$ cat config.mk
export PLATFORM = sky130hd
export DESIGN_NAME = delta_list_timer_queue_unit_flat
export DESIGN_NICKNAME = d
export VERILOG_FILES = /design/src/sv/dltq_pkg.sv /design/src/sv/dltq_if.sv /design/src/sv/delta_list_timer_queue_unit.sv /design/src/flat_wrapper.sv
export SDC_FILE = /design/constraint.sdc
export NUM_CORES = 2
export LEC_CHECK = 0
export BUFFER_PORTS_ARGS = -buffer_cell sky130_fd_sc_hd__clkbuf_2
export CAP_MARGIN = 20
export CELL_PAD_IN_SITES_DETAIL_PLACEMENT = 0
export CELL_PAD_IN_SITES_GLOBAL_PLACEMENT = 1
export CORE_ASPECT_RATIO = 2
export CORE_MARGIN = 2
export CORE_UTILIZATION = 51
export CTS_CLUSTER_SIZE = 16
export DETAILED_ROUTE_END_ITERATION = 7
export PLACE_DENSITY_LB_ADDON = 0.2
export SYNTH_ARGS = -nofsm -noshare
export SYNTH_HDL_FRONTEND = slang
export SYNTH_SLANG_ARGS = --single-unit
$ cat constraint.sdc
create_clock -name clock -period 6.94 [get_ports clock]
set_clock_uncertainty 0.1 [all_clocks]
set_input_delay 1.041 -clock clock [delete_from_list [all_inputs] [get_ports clock]]
set_output_delay 1.041 -clock clock [all_outputs]
set_load 0.02 [all_outputs]
$ cat src/sv/dltq_pkg.sv
// Package: constants, codes and types shared by the delta-list timer queue.
package dltq_pkg;

   localparam int TIMER_COUNT = 16;
   localparam int ID_W        = $clog2(TIMER_COUNT);
   localparam int PTR_W       = ID_W + 1;
   localparam int TIME_W      = 32;
   localparam int CMD_W       = 2;
   localparam int STATUS_W    = 2;

   typedef logic [ID_W-1:0]     id_type;
   typedef logic [PTR_W-1:0]    ptr_type;
   typedef logic [TIME_W-1:0]   time_type;
   typedef logic [CMD_W-1:0]    cmd_type;
   typedef logic [STATUS_W-1:0] status_type;

   localparam ptr_type NIL_PTR = ptr_type'(TIMER_COUNT);

   localparam cmd_type CMD_INSERT   = 2'd0;
   localparam cmd_type CMD_DELETE   = 2'd1;
   localparam cmd_type CMD_REBASE   = 2'd2;
   localparam cmd_type CMD_RESERVED = 2'd3;

   localparam status_type STATUS_OK           = 2'd0;
   localparam status_type STATUS_INS_ACTIVE   = 2'd1;
   localparam status_type STATUS_DEL_INACTIVE = 2'd2;

   typedef struct packed {
      logic       expired_valid;
      id_type     expired_id;
      logic       last;
      status_type status;
      logic       head_changed;
      time_type   head_delay;
      logic       list_empty;
   } rsp_word_type;

endpackage

$ cat src/sv/dltq_if.sv
// Interfaces: command and result channels of the timer queue.
interface dltq_req_if;
   import dltq_pkg::*;
   logic     valid;
   logic     ready;
   cmd_type  command;
   id_type   timer_id;
   time_type delay;
   time_type new_time;
   modport source (output valid, command, timer_id, delay, new_time, input ready);
   modport sink   (input valid, command, timer_id, delay, new_time, output ready);
endinterface

interface dltq_rsp_if;
   import dltq_pkg::*;
   logic       valid;
   logic       ready;
   logic       expired_valid;
   id_type     expired_id;
   logic       last;
   status_type status;
   logic       head_changed;
   time_type   head_delay;
   logic       list_empty;
   modport source (output valid, expired_valid, expired_id, last, status, head_changed,
                   head_delay, list_empty, input ready);
   modport sink   (input valid, expired_valid, expired_id, last, status, head_changed,
                   head_delay, list_empty, output ready);
endinterface

$ cat src/sv/delta_list_timer_queue_unit.sv
// Top level: delta-list timer queue with linked entries held in synchronous memories.
//
// req_if carries one command word: insert a timer with a delay from the base time,
// delete a timer, or rebase to a new time point. rsp_if returns result words: one per
// command, except a rebase, which gives one word per expired timer in expiry order
// (or a single word if none expired); last marks the final word of a command.
// Commands are taken one at a time. Insert walks the list one entry per cycle,
// then links the new entry in (S_WR2). Delete reads the entry and its successor,
// then relinks the neighbours. Rebase walks past the expired timers, then gives one
// word per cycle while the receiver takes them. The walk is set by the single read
// port of the entry memories. A rejected or unknown command goes straight to S_EMIT.
// The result register holds a finished word while the next command is taken.
// If the receiver stalls, rsp_if.valid and its word hold; a rebase with several
// expiries waits word by word, and no command is taken until the last is in the register.
// Reset clears the active flags, empties the list and zeroes the base time; the
// entry memories are not cleared and are read only for active timers.
module delta_list_timer_queue_unit (
   input  logic       clock,
   input  logic       reset,
   dltq_req_if.sink   req_if,
   dltq_rsp_if.source rsp_if
);
   import dltq_pkg::*;

   localparam logic [2:0] S_IDLE = 3'd0;
   localparam logic [2:0] S_WALK = 3'd1;
   localparam logic [2:0] S_DEL  = 3'd2;
   localparam logic [2:0] S_DEL2 = 3'd3;
   localparam logic [2:0] S_WR2  = 3'd4;
   localparam logic [2:0] S_EMIT = 3'd5;

   time_type delta_mem [TIMER_COUNT];
   ptr_type  next_mem  [TIMER_COUNT];
   ptr_type  prev_mem  [TIMER_COUNT];

   time_type delta_rd_ff;
   ptr_type  next_rd_ff, prev_rd_ff;
   id_type   rd_addr;

   logic     delta_we, next_we, prev_we;
   id_type   delta_wa, next_wa, prev_wa;
   time_type delta_wd;
   ptr_type  next_wd, prev_wd;

   logic [2:0]       state_ff, state_in;
   cmd_type          op_ff, op_in;
   id_type           tid_ff, tid_in;
   time_type         val_ff, val_in;
   ptr_type          cur_ff, cur_in, pre_ff, pre_in;
   status_type       status_ff, status_in;
   logic             changed_ff, changed_in;
   logic [TIMER_COUNT-1:0] active_ff, active_in;
   ptr_type          head_ff, head_in, tail_ff, tail_in;
   time_type         base_ff, base_in, hd_ff, hd_in;
   id_type           exp_ff [TIMER_COUNT];
   id_type           exp_in [TIMER_COUNT];
   logic [ID_W:0]    cnt_ff, cnt_in;
   id_type           idx_ff, idx_in;
   logic             rsp_valid_ff, rsp_valid_in;
   rsp_word_type     rsp_word_ff, rsp_word_in;

   logic     accept, out_free, emit_last;
   time_type sum_d, diff_d;

   assign accept   = req_if.valid && req_if.ready;
   assign out_free = !rsp_valid_ff || rsp_if.ready;
   assign sum_d    = delta_rd_ff + val_ff;
   assign diff_d   = delta_rd_ff - val_ff;
   assign emit_last = (cnt_ff == '0) || (({1'b0, idx_ff} + 1'b1) == cnt_ff);

   assign req_if.ready         = (state_ff == S_IDLE);
   assign rsp_if.valid         = rsp_valid_ff;
   assign rsp_if.expired_valid = rsp_word_ff.expired_valid;
   assign rsp_if.expired_id    = rsp_word_ff.expired_id;
   assign rsp_if.last          = rsp_word_ff.last;
   assign rsp_if.status        = rsp_word_ff.status;
   assign rsp_if.head_changed  = rsp_word_ff.head_changed;
   assign rsp_if.head_delay    = rsp_word_ff.head_delay;
   assign rsp_if.list_empty    = rsp_word_ff.list_empty;

   always_ff @(posedge clock) begin
      if (delta_we) delta_mem[delta_wa] <= delta_wd;
      if (next_we)  next_mem[next_wa]   <= next_wd;
      if (prev_we)  prev_mem[prev_wa]   <= prev_wd;
      delta_rd_ff <= delta_mem[rd_addr];
      next_rd_ff  <= next_mem[rd_addr];
      prev_rd_ff  <= prev_mem[rd_addr];
   end

   always_comb begin
      state_in     = state_ff;
      op_in        = op_ff;
      tid_in       = tid_ff;
      val_in       = val_ff;
      cur_in       = cur_ff;
      pre_in       = pre_ff;
      status_in    = status_ff;
      changed_in   = changed_ff;
      active_in    = active_ff;
      head_in      = head_ff;
      tail_in      = tail_ff;
      base_in      = base_ff;
      hd_in        = hd_ff;
      exp_in       = exp_ff;
      cnt_in       = cnt_ff;
      idx_in       = idx_ff;
      rsp_valid_in = rsp_valid_ff && !rsp_if.ready;
      rsp_word_in  = rsp_word_ff;
      rd_addr      = cur_ff[ID_W-1:0];
      delta_we = 1'b0; delta_wa = '0; delta_wd = '0;
      next_we  = 1'b0; next_wa  = '0; next_wd  = '0;
      prev_we  = 1'b0; prev_wa  = '0; prev_wd  = '0;

      case (state_ff)
         S_IDLE: begin
            if (accept) begin
               op_in      = req_if.command;
               tid_in     = req_if.timer_id;
               status_in  = STATUS_OK;
               changed_in = 1'b0;
               cnt_in     = '0;
               idx_in     = '0;
               case (req_if.command)
                  CMD_INSERT: begin
                     if (active_ff[req_if.timer_id]) begin
                        status_in = STATUS_INS_ACTIVE;
                        state_in  = S_EMIT;
                     end else begin
                        val_in   = req_if.delay;
                        cur_in   = head_ff;
                        pre_in   = NIL_PTR;
                        rd_addr  = head_ff[ID_W-1:0];
                        state_in = S_WALK;
                     end
                  end
                  CMD_DELETE: begin
                     if (!active_ff[req_if.timer_id]) begin
                        status_in = STATUS_DEL_INACTIVE;
                        state_in  = S_EMIT;
                     end else begin
                        rd_addr  = req_if.timer_id;
                        state_in = S_DEL;
                     end
                  end
                  CMD_REBASE: begin
                     val_in     = req_if.new_time - base_ff;
                     base_in    = req_if.new_time;
                     cur_in     = head_ff;
                     rd_addr    = head_ff[ID_W-1:0];
                     changed_in = 1'b1;
                     state_in   = S_WALK;
                  end
                  default: state_in = S_EMIT;
               endcase
            end
         end
         S_WALK: begin
            if (op_ff == CMD_INSERT) begin
               if (cur_ff[ID_W] || (delta_rd_ff > val_ff)) begin
                  delta_we = 1'b1; delta_wa = tid_ff; delta_wd = val_ff;
                  next_we  = 1'b1; next_wa  = tid_ff; next_wd  = cur_ff;
                  prev_we  = 1'b1; prev_wa  = tid_ff; prev_wd  = pre_ff;
                  active_in[tid_ff] = 1'b1;
                  val_in = diff_d;
                  if (pre_ff[ID_W]) begin
                     head_in    = {1'b0, tid_ff};
                     hd_in      = val_ff;
                     changed_in = 1'b1;
                  end
                  if (cur_ff[ID_W]) tail_in = {1'b0, tid_ff};
                  state_in = S_WR2;
               end else begin
                  val_in  = val_ff - delta_rd_ff;
                  pre_in  = cur_ff;
                  cur_in  = next_rd_ff;
                  rd_addr = next_rd_ff[ID_W-1:0];
               end
            end else begin
               if (cur_ff[ID_W]) begin
                  head_in  = NIL_PTR;
                  tail_in  = NIL_PTR;
                  hd_in    = '0;
                  state_in = S_EMIT;
               end else if (delta_rd_ff > val_ff) begin
                  delta_we = 1'b1; delta_wa = cur_ff[ID_W-1:0]; delta_wd = diff_d;
                  prev_we  = 1'b1; prev_wa  = cur_ff[ID_W-1:0]; prev_wd  = NIL_PTR;
                  head_in  = cur_ff;
                  hd_in    = diff_d;
                  state_in = S_EMIT;
               end else begin
                  active_in[cur_ff[ID_W-1:0]] = 1'b0;
                  exp_in[cnt_ff[ID_W-1:0]]    = cur_ff[ID_W-1:0];
                  cnt_in  = cnt_ff + 1'b1;
                  val_in  = val_ff - delta_rd_ff;
                  cur_in  = next_rd_ff;
                  rd_addr = next_rd_ff[ID_W-1:0];
               end
            end
         end
         S_WR2: begin
            if (!cur_ff[ID_W]) begin
               delta_we = 1'b1; delta_wa = cur_ff[ID_W-1:0]; delta_wd = val_ff;
               prev_we  = 1'b1; prev_wa  = cur_ff[ID_W-1:0]; prev_wd  = {1'b0, tid_ff};
            end
            if (!pre_ff[ID_W]) begin
               next_we = 1'b1; next_wa = pre_ff[ID_W-1:0]; next_wd = {1'b0, tid_ff};
            end
            state_in = S_EMIT;
         end
         S_DEL: begin
            cur_in   = next_rd_ff;
            pre_in   = prev_rd_ff;
            val_in   = delta_rd_ff;
            rd_addr  = next_rd_ff[ID_W-1:0];
            state_in = S_DEL2;
         end
         S_DEL2: begin
            active_in[tid_ff] = 1'b0;
            if (!cur_ff[ID_W]) begin
               delta_we = 1'b1; delta_wa = cur_ff[ID_W-1:0]; delta_wd = sum_d;
               prev_we  = 1'b1; prev_wa  = cur_ff[ID_W-1:0]; prev_wd  = pre_ff;
            end else begin
               tail_in = pre_ff;
            end
            if (!pre_ff[ID_W]) begin
               next_we = 1'b1; next_wa = pre_ff[ID_W-1:0]; next_wd = cur_ff;
            end else begin
               head_in    = cur_ff;
               changed_in = 1'b1;
               hd_in      = cur_ff[ID_W] ? '0 : sum_d;
            end
            state_in = S_EMIT;
         end
         S_EMIT: begin
            if (out_free) begin
               rsp_valid_in              = 1'b1;
               rsp_word_in.expired_valid = (cnt_ff != '0);
               rsp_word_in.expired_id    = (cnt_ff != '0) ? exp_ff[idx_ff] : '0;
               rsp_word_in.last          = emit_last;
               rsp_word_in.status        = status_ff;
               rsp_word_in.head_changed  = changed_ff;
               rsp_word_in.head_delay    = head_ff[ID_W] ? '0 : hd_ff;
               rsp_word_in.list_empty    = head_ff[ID_W];
               if (emit_last) state_in = S_IDLE;
               else idx_in = idx_ff + 1'b1;
            end
         end
         default: state_in = S_IDLE;
      endcase
   end

   always_ff @(posedge clock) begin
      if (reset) begin
         state_ff     <= S_IDLE;
         active_ff    <= '0;
         head_ff      <= NIL_PTR;
         tail_ff      <= NIL_PTR;
         base_ff      <= '0;
         hd_ff        <= '0;
         rsp_valid_ff <= 1'b0;
         cnt_ff       <= '0;
         idx_ff       <= '0;
      end else begin
         state_ff     <= state_in;
         active_ff    <= active_in;
         head_ff      <= head_in;
         tail_ff      <= tail_in;
         base_ff      <= base_in;
         hd_ff        <= hd_in;
         rsp_valid_ff <= rsp_valid_in;
         cnt_ff       <= cnt_in;
         idx_ff       <= idx_in;
      end
   end

   always_ff @(posedge clock) begin
      op_ff       <= op_in;
      tid_ff      <= tid_in;
      val_ff      <= val_in;
      cur_ff      <= cur_in;
      pre_ff      <= pre_in;
      status_ff   <= status_in;
      changed_ff  <= changed_in;
      exp_ff      <= exp_in;
      rsp_word_ff <= rsp_word_in;
   end

`ifndef SYNTH
   a_head_tail: assert property (@(posedge clock) disable iff (reset)
      head_ff[ID_W] == tail_ff[ID_W])
      else $error("head and tail disagree on empty list");

   a_empty_active: assert property (@(posedge clock) disable iff (reset)
      (state_ff == S_IDLE) |-> (head_ff[ID_W] == (active_ff == '0)))
      else $error("empty list with active timers, or the reverse");

   a_ready_rsp: assert property (@(posedge clock) disable iff (reset)
      (rsp_valid_ff && !rsp_if.ready && state_ff == S_EMIT) |=> $stable(rsp_word_ff))
      else $error("result word overwritten while stalled");

   a_rebase_changed: assert property (@(posedge clock) disable iff (reset)
      (accept && req_if.command == CMD_REBASE) |=> changed_ff)
      else $error("rebase without head change");
`endif

endmodule
$ cat src/flat_wrapper.sv
// flat-port wrapper written by rule: the top's interface ports become plain ports
module delta_list_timer_queue_unit_flat import dltq_pkg::*;
  (clock, reset, req_if_valid, req_if_command, req_if_timer_id, req_if_delay, req_if_new_time, req_if_ready, rsp_if_valid, rsp_if_expired_valid, rsp_if_expired_id, rsp_if_last, rsp_if_status, rsp_if_head_changed, rsp_if_head_delay, rsp_if_list_empty, rsp_if_ready);
  dltq_req_if req_if_i ();
  dltq_rsp_if rsp_if_i ();
  input  logic clock;
  input  logic reset;
  input wire logic [$bits(req_if_i.valid)-1:0] req_if_valid;
  input wire logic [$bits(req_if_i.command)-1:0] req_if_command;
  input wire logic [$bits(req_if_i.timer_id)-1:0] req_if_timer_id;
  input wire logic [$bits(req_if_i.delay)-1:0] req_if_delay;
  input wire logic [$bits(req_if_i.new_time)-1:0] req_if_new_time;
  output wire logic [$bits(req_if_i.ready)-1:0] req_if_ready;
  output wire logic [$bits(rsp_if_i.valid)-1:0] rsp_if_valid;
  output wire logic [$bits(rsp_if_i.expired_valid)-1:0] rsp_if_expired_valid;
  output wire logic [$bits(rsp_if_i.expired_id)-1:0] rsp_if_expired_id;
  output wire logic [$bits(rsp_if_i.last)-1:0] rsp_if_last;
  output wire logic [$bits(rsp_if_i.status)-1:0] rsp_if_status;
  output wire logic [$bits(rsp_if_i.head_changed)-1:0] rsp_if_head_changed;
  output wire logic [$bits(rsp_if_i.head_delay)-1:0] rsp_if_head_delay;
  output wire logic [$bits(rsp_if_i.list_empty)-1:0] rsp_if_list_empty;
  input wire logic [$bits(rsp_if_i.ready)-1:0] rsp_if_ready;
  assign req_if_i.valid = req_if_valid;
  assign req_if_i.command = req_if_command;
  assign req_if_i.timer_id = req_if_timer_id;
  assign req_if_i.delay = req_if_delay;
  assign req_if_i.new_time = req_if_new_time;
  assign req_if_ready = req_if_i.ready;
  assign rsp_if_valid = rsp_if_i.valid;
  assign rsp_if_expired_valid = rsp_if_i.expired_valid;
  assign rsp_if_expired_id = rsp_if_i.expired_id;
  assign rsp_if_last = rsp_if_i.last;
  assign rsp_if_status = rsp_if_i.status;
  assign rsp_if_head_changed = rsp_if_i.head_changed;
  assign rsp_if_head_delay = rsp_if_i.head_delay;
  assign rsp_if_list_empty = rsp_if_i.list_empty;
  assign rsp_if_i.ready = rsp_if_ready;
  delta_list_timer_queue_unit u_core (.clock(clock), .reset(reset), .req_if(req_if_i), .rsp_if(rsp_if_i));
endmodule
; ---- Word-level counts from Yosys, hierarchy flattened
; Memory sizes are Yosys's and may differ from the RTL's. A register that Yosys moved wholly into a read port is not among the register bits.
; Index checks and enable logic that the tools add are counted.
[word_totals]
memories = 3
inputBits = 74
ram_bits = 672
regBits = 255
[op_classes]
muxes = 134
bitwise = 10
reduce_logical = 35
n_eq_ne = 29
add_sub_neg = 7
magnitude_cmp = 9
[mem_list]
columns = memory, depth, width, rd, rd_ports_with_merged_regs, write_ports, line_no
row1 = u_core.delta_mem, 16, 32, 1, 1, 1, delta_list_timer_queue_unit.sv:32  ; time_type delta_mem [TIMER_COUNT];
row2 = u_core.next_mem, 16, 5, 1, 1, 1, delta_list_timer_queue_unit.sv:33  ; ptr_type next_mem [TIMER_COUNT];
row3 = u_core.prev_mem, 16, 5, 1, 1, 1, delta_list_timer_queue_unit.sv:34  ; ptr_type prev_mem [TIMER_COUNT];
[ops]
columns = op, n
row1 = two-way mux 32 bit, 18
row2 = one-hot mux 32 bit (3 select lines), 2
row3 = two-way mux 5 bit, 29
row4 = one-hot mux 32 bit (2 select lines), 2
row5 = subtractor 32 bit, 3
row6 = two-way mux 4 bit, 22
row7 = bitwise mux 64 bit, 1
row8 = two-way mux 16 bit, 4
row9 = one-hot mux 5 bit (3 select lines), 4
row10 = adder 32 bit, 1
row11 = AND 16 bit, 2
row12 = > comparator 32 bit, 1
row13 = NOT 16 bit, 2
row14 = one-hot mux 16 bit (2 select lines), 1
row15 = one-hot mux 5 bit (2 select lines), 3
row16 = two-way mux 3 bit, 9
row17 = one-hot mux 4 bit (2 select lines), 3
row18 = one-hot mux 4 bit (3 select lines), 2
row19 = two-way mux 1 bit, 22
row20 = AND reduction 5 bit, 4
row21 = binary-select mux 4 bit (select 4 bit), 1
row22 = demux 4 bit (select 4 bit), 1
row23 = inequality test 2 bit (second input constant), 8
row24 = bitwise OR 16 bit, 1
row25 = 42 further kinds, 78

; ---- Depth between registers and ports, before layout
[depth]
depth_word = 10
ltp_mapped = 17
mapped_depth_nobuf = 15

; ---- Least setup slack after synthesis
; Ideal clock, no wire load.
[synth_timing]
path_type = register to register
start = register u_core.val_ff[1]
end = memory u_core.delta_mem[0][0] (netlist name) (enable)
arrival_time_ns = 5.066
required_time_ns = 6.409
stages_incl_launch_ff = 14
slack_ns = 1.343
cell_sequence = edfxtp_1 -> inv_1 -> fa_1 -> a211oi_2 -> o21ai_1 -> o31a_1 -> a311o_1 -> and2_1 -> o21ai_0 -> nor2_1 -> nand2_1 -> o21ai_0 -> a22o_1 -> nor2_1
[synth_between]
elab_chain_cells = 7
word_cells_on_any_way = 14
classes_between = order compare (1) / mux (12) / reduce/logical (1)
[synth_rtl]
columns = element, line_no
row1 = "start, declared", delta_list_timer_queue_unit.sv:48  ; time_type val_ff, val_in;
row2 = "start signal, assigned", delta_list_timer_queue_unit.sv:279  ; val_ff <= val_in;
row3 = > comparator 32 bit *, "delta_list_timer_queue_unit.sv:159, delta_list_timer_queue_unit.sv:184"
row4 = two-way mux 1 bit / logical OR 1 bit (equally long branches), "delta_list_timer_queue_unit.sv:184, delta_list_timer_queue_unit.sv:159"
row5 = two-way mux 1 bit (on tied branches), "delta_list_timer_queue_unit.sv:179, delta_list_timer_queue_unit.sv:159"
row6 = two-way mux 1 bit, delta_list_timer_queue_unit.sv:158  ; if (op_ff == CMD_INSERT) begin
row7 = one-hot mux 1 bit (2 select lines), delta_list_timer_queue_unit.sv:114  ; case (state_ff)
row8 = two-way mux 1 bit, delta_list_timer_queue_unit.sv:82  ; if (delta_we) delta_mem[delta_wa] <= delta_wd;
row9 = two-way mux 1 bit (implied by the code), delta_list_timer_queue_unit.sv:82
row10 = "end, declared", delta_list_timer_queue_unit.sv:32
; Mark *: on every way between the ends. The rest lies on a longest branch, timed or not.

; ---- Worst setup path in the final report
[layout_timing]
start = register u_core.delta_rd_ff[0], read port of u_core.delta_mem
end = memory u_core.delta_mem[10][25] (netlist name) (enable)
[layout_between]
elab_chain_cells = 7
word_cells_on_any_way = 14
classes_between = order compare (1) / mux (12) / reduce/logical (1)
[layout_rtl]
columns = element, line_no
row1 = "start, declared", delta_list_timer_queue_unit.sv:36  ; time_type delta_rd_ff;
row2 = > comparator 32 bit *, "delta_list_timer_queue_unit.sv:159, delta_list_timer_queue_unit.sv:184"
row3 = two-way mux 1 bit / logical OR 1 bit (equally long branches), "delta_list_timer_queue_unit.sv:184, delta_list_timer_queue_unit.sv:159"
row4 = two-way mux 1 bit (on tied branches), "delta_list_timer_queue_unit.sv:179, delta_list_timer_queue_unit.sv:159"
row5 = two-way mux 1 bit, delta_list_timer_queue_unit.sv:158
row6 = one-hot mux 1 bit (2 select lines), delta_list_timer_queue_unit.sv:114
row7 = two-way mux 1 bit, delta_list_timer_queue_unit.sv:82
row8 = two-way mux 1 bit (implied by the code), delta_list_timer_queue_unit.sv:82
; Marked as above.

==> results.rst <==
.. list-table::
   :header-rows: 1

   * - Metric
     - Value
   * - Worst min-delay path endpoint
     - u_core.rsp_if.status[1]
   * - Area occupied by multi-input gates
     - about 0.018 mm^2
   * - Leak
     - 19.1 nW
   * - Clock tree from TritonCTS
     - yes
   * - Setup WS pre-CTS
     - approximately 0.74 ns
   * - Slack of the worst reg-to-reg path
     - 0.57 ns
   * - Net count after synthesis
     - 4345
   * - EDFF count, synth
     - 829
   * - Crit-path max FO
     - 23
   * - Worst slew margin
     - 0.172
   * - Maximum clock frequency
     - 0.157 GHz
   * - Mapped cell area
     - 0.0468 mm^2
   * - Number of antenna violations at the first check in global routing
     - 6
   * - NumNets Final
     - 4408
   * - Worst flop-to-flop path startpoint
     - u_core.delta_rd_ff[0]
   * - Final setup viols
     - 0
   * - Detailed-placement wirelength estimate
     - just under 100 mm
   * - Highest routed layer
     - met5
   * - Number of filler cells placed in the layout
     - between 7k and 8k
   * - Remaining Overflow, GRT
     - 0
   * - Finished Layout Cells
     - 5467
   * - Final GP Congestion
     - slightly below 1
   * - Via count
     - 33.9k
   * - Number of top-level pins
     - 118
   * - Met2 wire length
     - 69.1 mm
   * - Dpl cell area
     - slightly below 0.05 mm^2
   * - Commonest cells after routing, fill and taps aside
     - edfxtp_1, nand2_1, a21oi_1, nor2_1, and3_1
   * - Utilization after layout
     - 0.570
   * - Drt total wl
     - between 100 and 150 mm
   * - Clock root buffer
     - clkbuf_16
   * - Synth warnings
     - 0
   * - Port Buf Inserts
     - 117
   * - Number of global-route vias before repair
     - 32.4k
   * - Final hold violation count
     - 0
   * - Most common library cell in the layout ignoring fill and taps
     - edfxtp_1
   * - Number of H-tree levels
     - 3
   * - Standard-cell row count
     - between 150 and 200
   * - Layout cells sized above 1
     - 0.109
   * - Pins over their slew limit
     - 0
   * - Setup repair after global routing missed its margin
     - no
   * - Minimum setup slack in the final design
     - 0.569 ns
   * - Power per Cell Area
     - between 400 and 500 mW/mm^2
   * - Share of the clock period used by the worst path
     - 0.918
   * - Start point of the worst min-delay path
     - u_core.status_ff[1]
   * - Via-per-instance ratio
     - between 6 and 7
   * - Detailed-routing iteration count for the pre-antenna-repair pass
     - 6
   * - Count of antenna-violating nets left after detailed routing
     - 0
   * - Startpoint kind of the worst setup timing path
     - register
   * - Terminus of the critical flop-to-flop path
     - u_core.delta_mem[10][25]
   * - # hold bufs at CTS
     - 0
   * - Number of stages on the worst hold path
     - 0
   * - Bufs on Longest Clock Path
     - 3
   * - Total power after layout
     - 23.4 mW
   * - Cts bufs inserted
     - 86
   * - Overall die height
     - 432 um
   * - GRT Util Overall
     - 0.307
   * - TNS Setup
     - 0 ns
   * - Predominant post-synthesis flop cell
     - edfxtp_1
   * - TritonCTS Sinks
     - 969
   * - Length in cells of the worst reg-to-reg path
     - 16
   * - Total DRC errors in the routed layout
     - 0
   * - Die Footprint
     - between 0.09 and 0.1 mm^2
   * - Fin area
     - 0.0519 mm^2
   * - Cell Count Post-Placement
     - 5302
   * - Metal1 wirelength
     - around 57 mm
   * - Fraction of registers with async set or reset after synthesis
     - 0
   * - Syn_area_per_cell
     - 11.3 um^2
   * - WP data arrival
     - 6.62 ns
   * - Mean routed wirelength per cell
     - approximately 27 um
   * - Worst Path Required
     - 7.19 ns
   * - Category of the critical setup timing path
     - register to register
   * - Clock Pin Slew Worst Setup and Hold Paths
     - 0.06 ns
   * - Sequential element share of the synthesized area
     - 0.592
   * - Type of destination of the critical path
     - register
   * - Die width
     - ~220 um
   * - Worst min-delay path class
     - register to register
   * - Register bit total from synthesis
     - 969
   * - Clock network latency to the later pin of the worst-skew pair
     - ~0.7 ns
   * - Status
     - finished clean
   * - Max VDD drop
     - 0.297 mV
   * - Met3 layer wire length in the routed design
     - 10.9 mm
   * - Final hold slack
     - roughly 0.32 ns
   * - Layout overhead on the synthesized area
     - 11.0%
   * - Initial core utilization
     - 0.513
   * - CTS resizes
     - 0
   * - Crit path time final
     - approximately 6.4 ns
   * - Wire length of the first global-routing pass
     - 212 mm
   * - Largest net degree at the start of global routing
     - 74
   * - Core footprint
     - 0.0911 mm^2
   * - Cell count after synthesis
     - roughly 4.1k
   * - Number of maximum-capacitance constraint violations
     - 0
   * - Unique masters post-synth
     - slightly below 80
   * - Initial detailed-routing violation count
     - 3439
   * - Actual slew at the worst max-slew pin
     - 1.24 ns
   * - Sequential Area
     - around 0.028 mm^2
   * - Post-CTS Setup Repair Bufs
     - 0
[sequential cells by signal (all words and copies together), names as in the netlist, 16 cells and up]
| name | cells |
|---|---|
| u_core.active_ff | 16 |
| u_core.base_ff | 32 |
| u_core.delta_mem | 512 |
| u_core.delta_rd_ff | 32 |
| u_core.exp_ff | 64 |
| u_core.hd_ff | 32 |
| u_core.next_mem | 80 |
| u_core.prev_mem | 80 |
| u_core.rsp_if.head_delay | 32 |
| u_core.val_ff | 32 |
[area by class of cell]
| class | instances | share of cell area |
|---|---|---|
| clock buffers | 104 | 0.0442 |
| inverters | 152 | 0.0110 |
| diodes | 4 | 0.000193 |
| well taps | 1192 | 0.0287 |
| flip-flops and latches | 969 | 0.534 |
| clock inverters | 55 | 0.0108 |
| multi-input cells | 2759 | 0.339 |
| repair buffers | 232 | 0.0321 |
[cell families (layout without fill, tap and decap cells)]
logic type,count (synthesis),after routing,share of synthesized area
and+or+nand+nor,1424,1424,0.138
DFF,969,969,0.592
AOI/OAI and AO/OA,940,940,0.138
buffers and inverters,409,543,0.0359
muxes,156,156,0.0400
adders and majority gates,134,134,0.0365
xor gates and xnor gates,105,105,0.0197
other,0,4,0
[metal layers]
metal / track usage / vias to the layer above
met5: 0 / -
met4: 0.171 / 4
met3: 0.0497 / 318
met2: 0.497 / 1540
met1: 0.393 / 16700
li1: - / 15400
[where the power goes]
group / internal [mW] / total, mW / switching [mW] / leakage (nW)
clock: 2.65 / 4.89 / 2.24 / 1.38
combinational: 3.72 / 10.8 / 7.07 / 8.93
sequential: 7.11 / 7.75 / 0.638 / 8.80
total: 13.5 / 23.4 / 9.95 / 19.1
[synthesized netlist by cell type (all sizes together), types with 15 or more instances]
master    n  area share
a31oi   108       0.014
inv     149       0.012
a221o    70       0.015
o21ai   120       0.013
nor2b    66      0.0088
o32ai    43      0.0081
a22oi    37      0.0059
nor3     62      0.0066
and2     18      0.0024
xnor2    77       0.014
ha      130       0.035
a211oi   47      0.0080
and3    179       0.024
o21bai   30      0.0048
clkbuf  196       0.016
mux2     46       0.011
nand4    20      0.0027
a21o     31      0.0050
nand2   715       0.057
a21oi   236       0.025
xor2     28      0.0052
buf      61      0.0079
edfxtp  829        0.53
nor2    247       0.020
o221ai   19      0.0036
o211ai   20      0.0033
nand2b   32      0.0043
a221oi   22      0.0045
o21a     19      0.0031
mux4     20      0.0096
nand3    28      0.0030
a22o     15      0.0028
dfxtp   140       0.060
mux2i    90       0.019
o22ai    38      0.0051
[critical path, stage by stage (launching register included)]
cell,delay (ns)
dfxtp_1,0.49
inv_1,0.08
ha_1,0.21
inv_1,0.07
fa_1,0.34
a211oi_2,0.11
o21ai_1,0.46
o31a_1,0.35
a311o_1,0.58
and2_1,0.26
o21ai_0,0.22
nor2_1,0.59
nand2_1,0.17
o21ai_0,0.33
a22oi_1,0.49
nor2_4,0.65
buf_4,0.50
[how the worst max path moves through the flow]
stage | slack (ns) | cells after the start | startpoint | endpoint
final | 0.57 | 16 | u_core.delta_rd_ff[0] | u_core.delta_mem[10][25]
after CTS | 0.73 | 15 | u_core.val_ff[1] | u_core.delta_rd_ff[25]
after floorplan | 1.34 | 13 | u_core.val_ff[1] | u_core.delta_mem[0][0]
after detailed placement | 0.74 | 15 | u_core.val_ff[1] | u_core.delta_rd_ff[25]
after global routing | 0.44 | 16 | u_core.delta_rd_ff[0] | u_core.prev_mem[10][4]
after global placement | 0.83 | 15 | u_core.val_ff[1] | u_core.delta_rd_ff[25]
(Power assumes the default switching activity.)
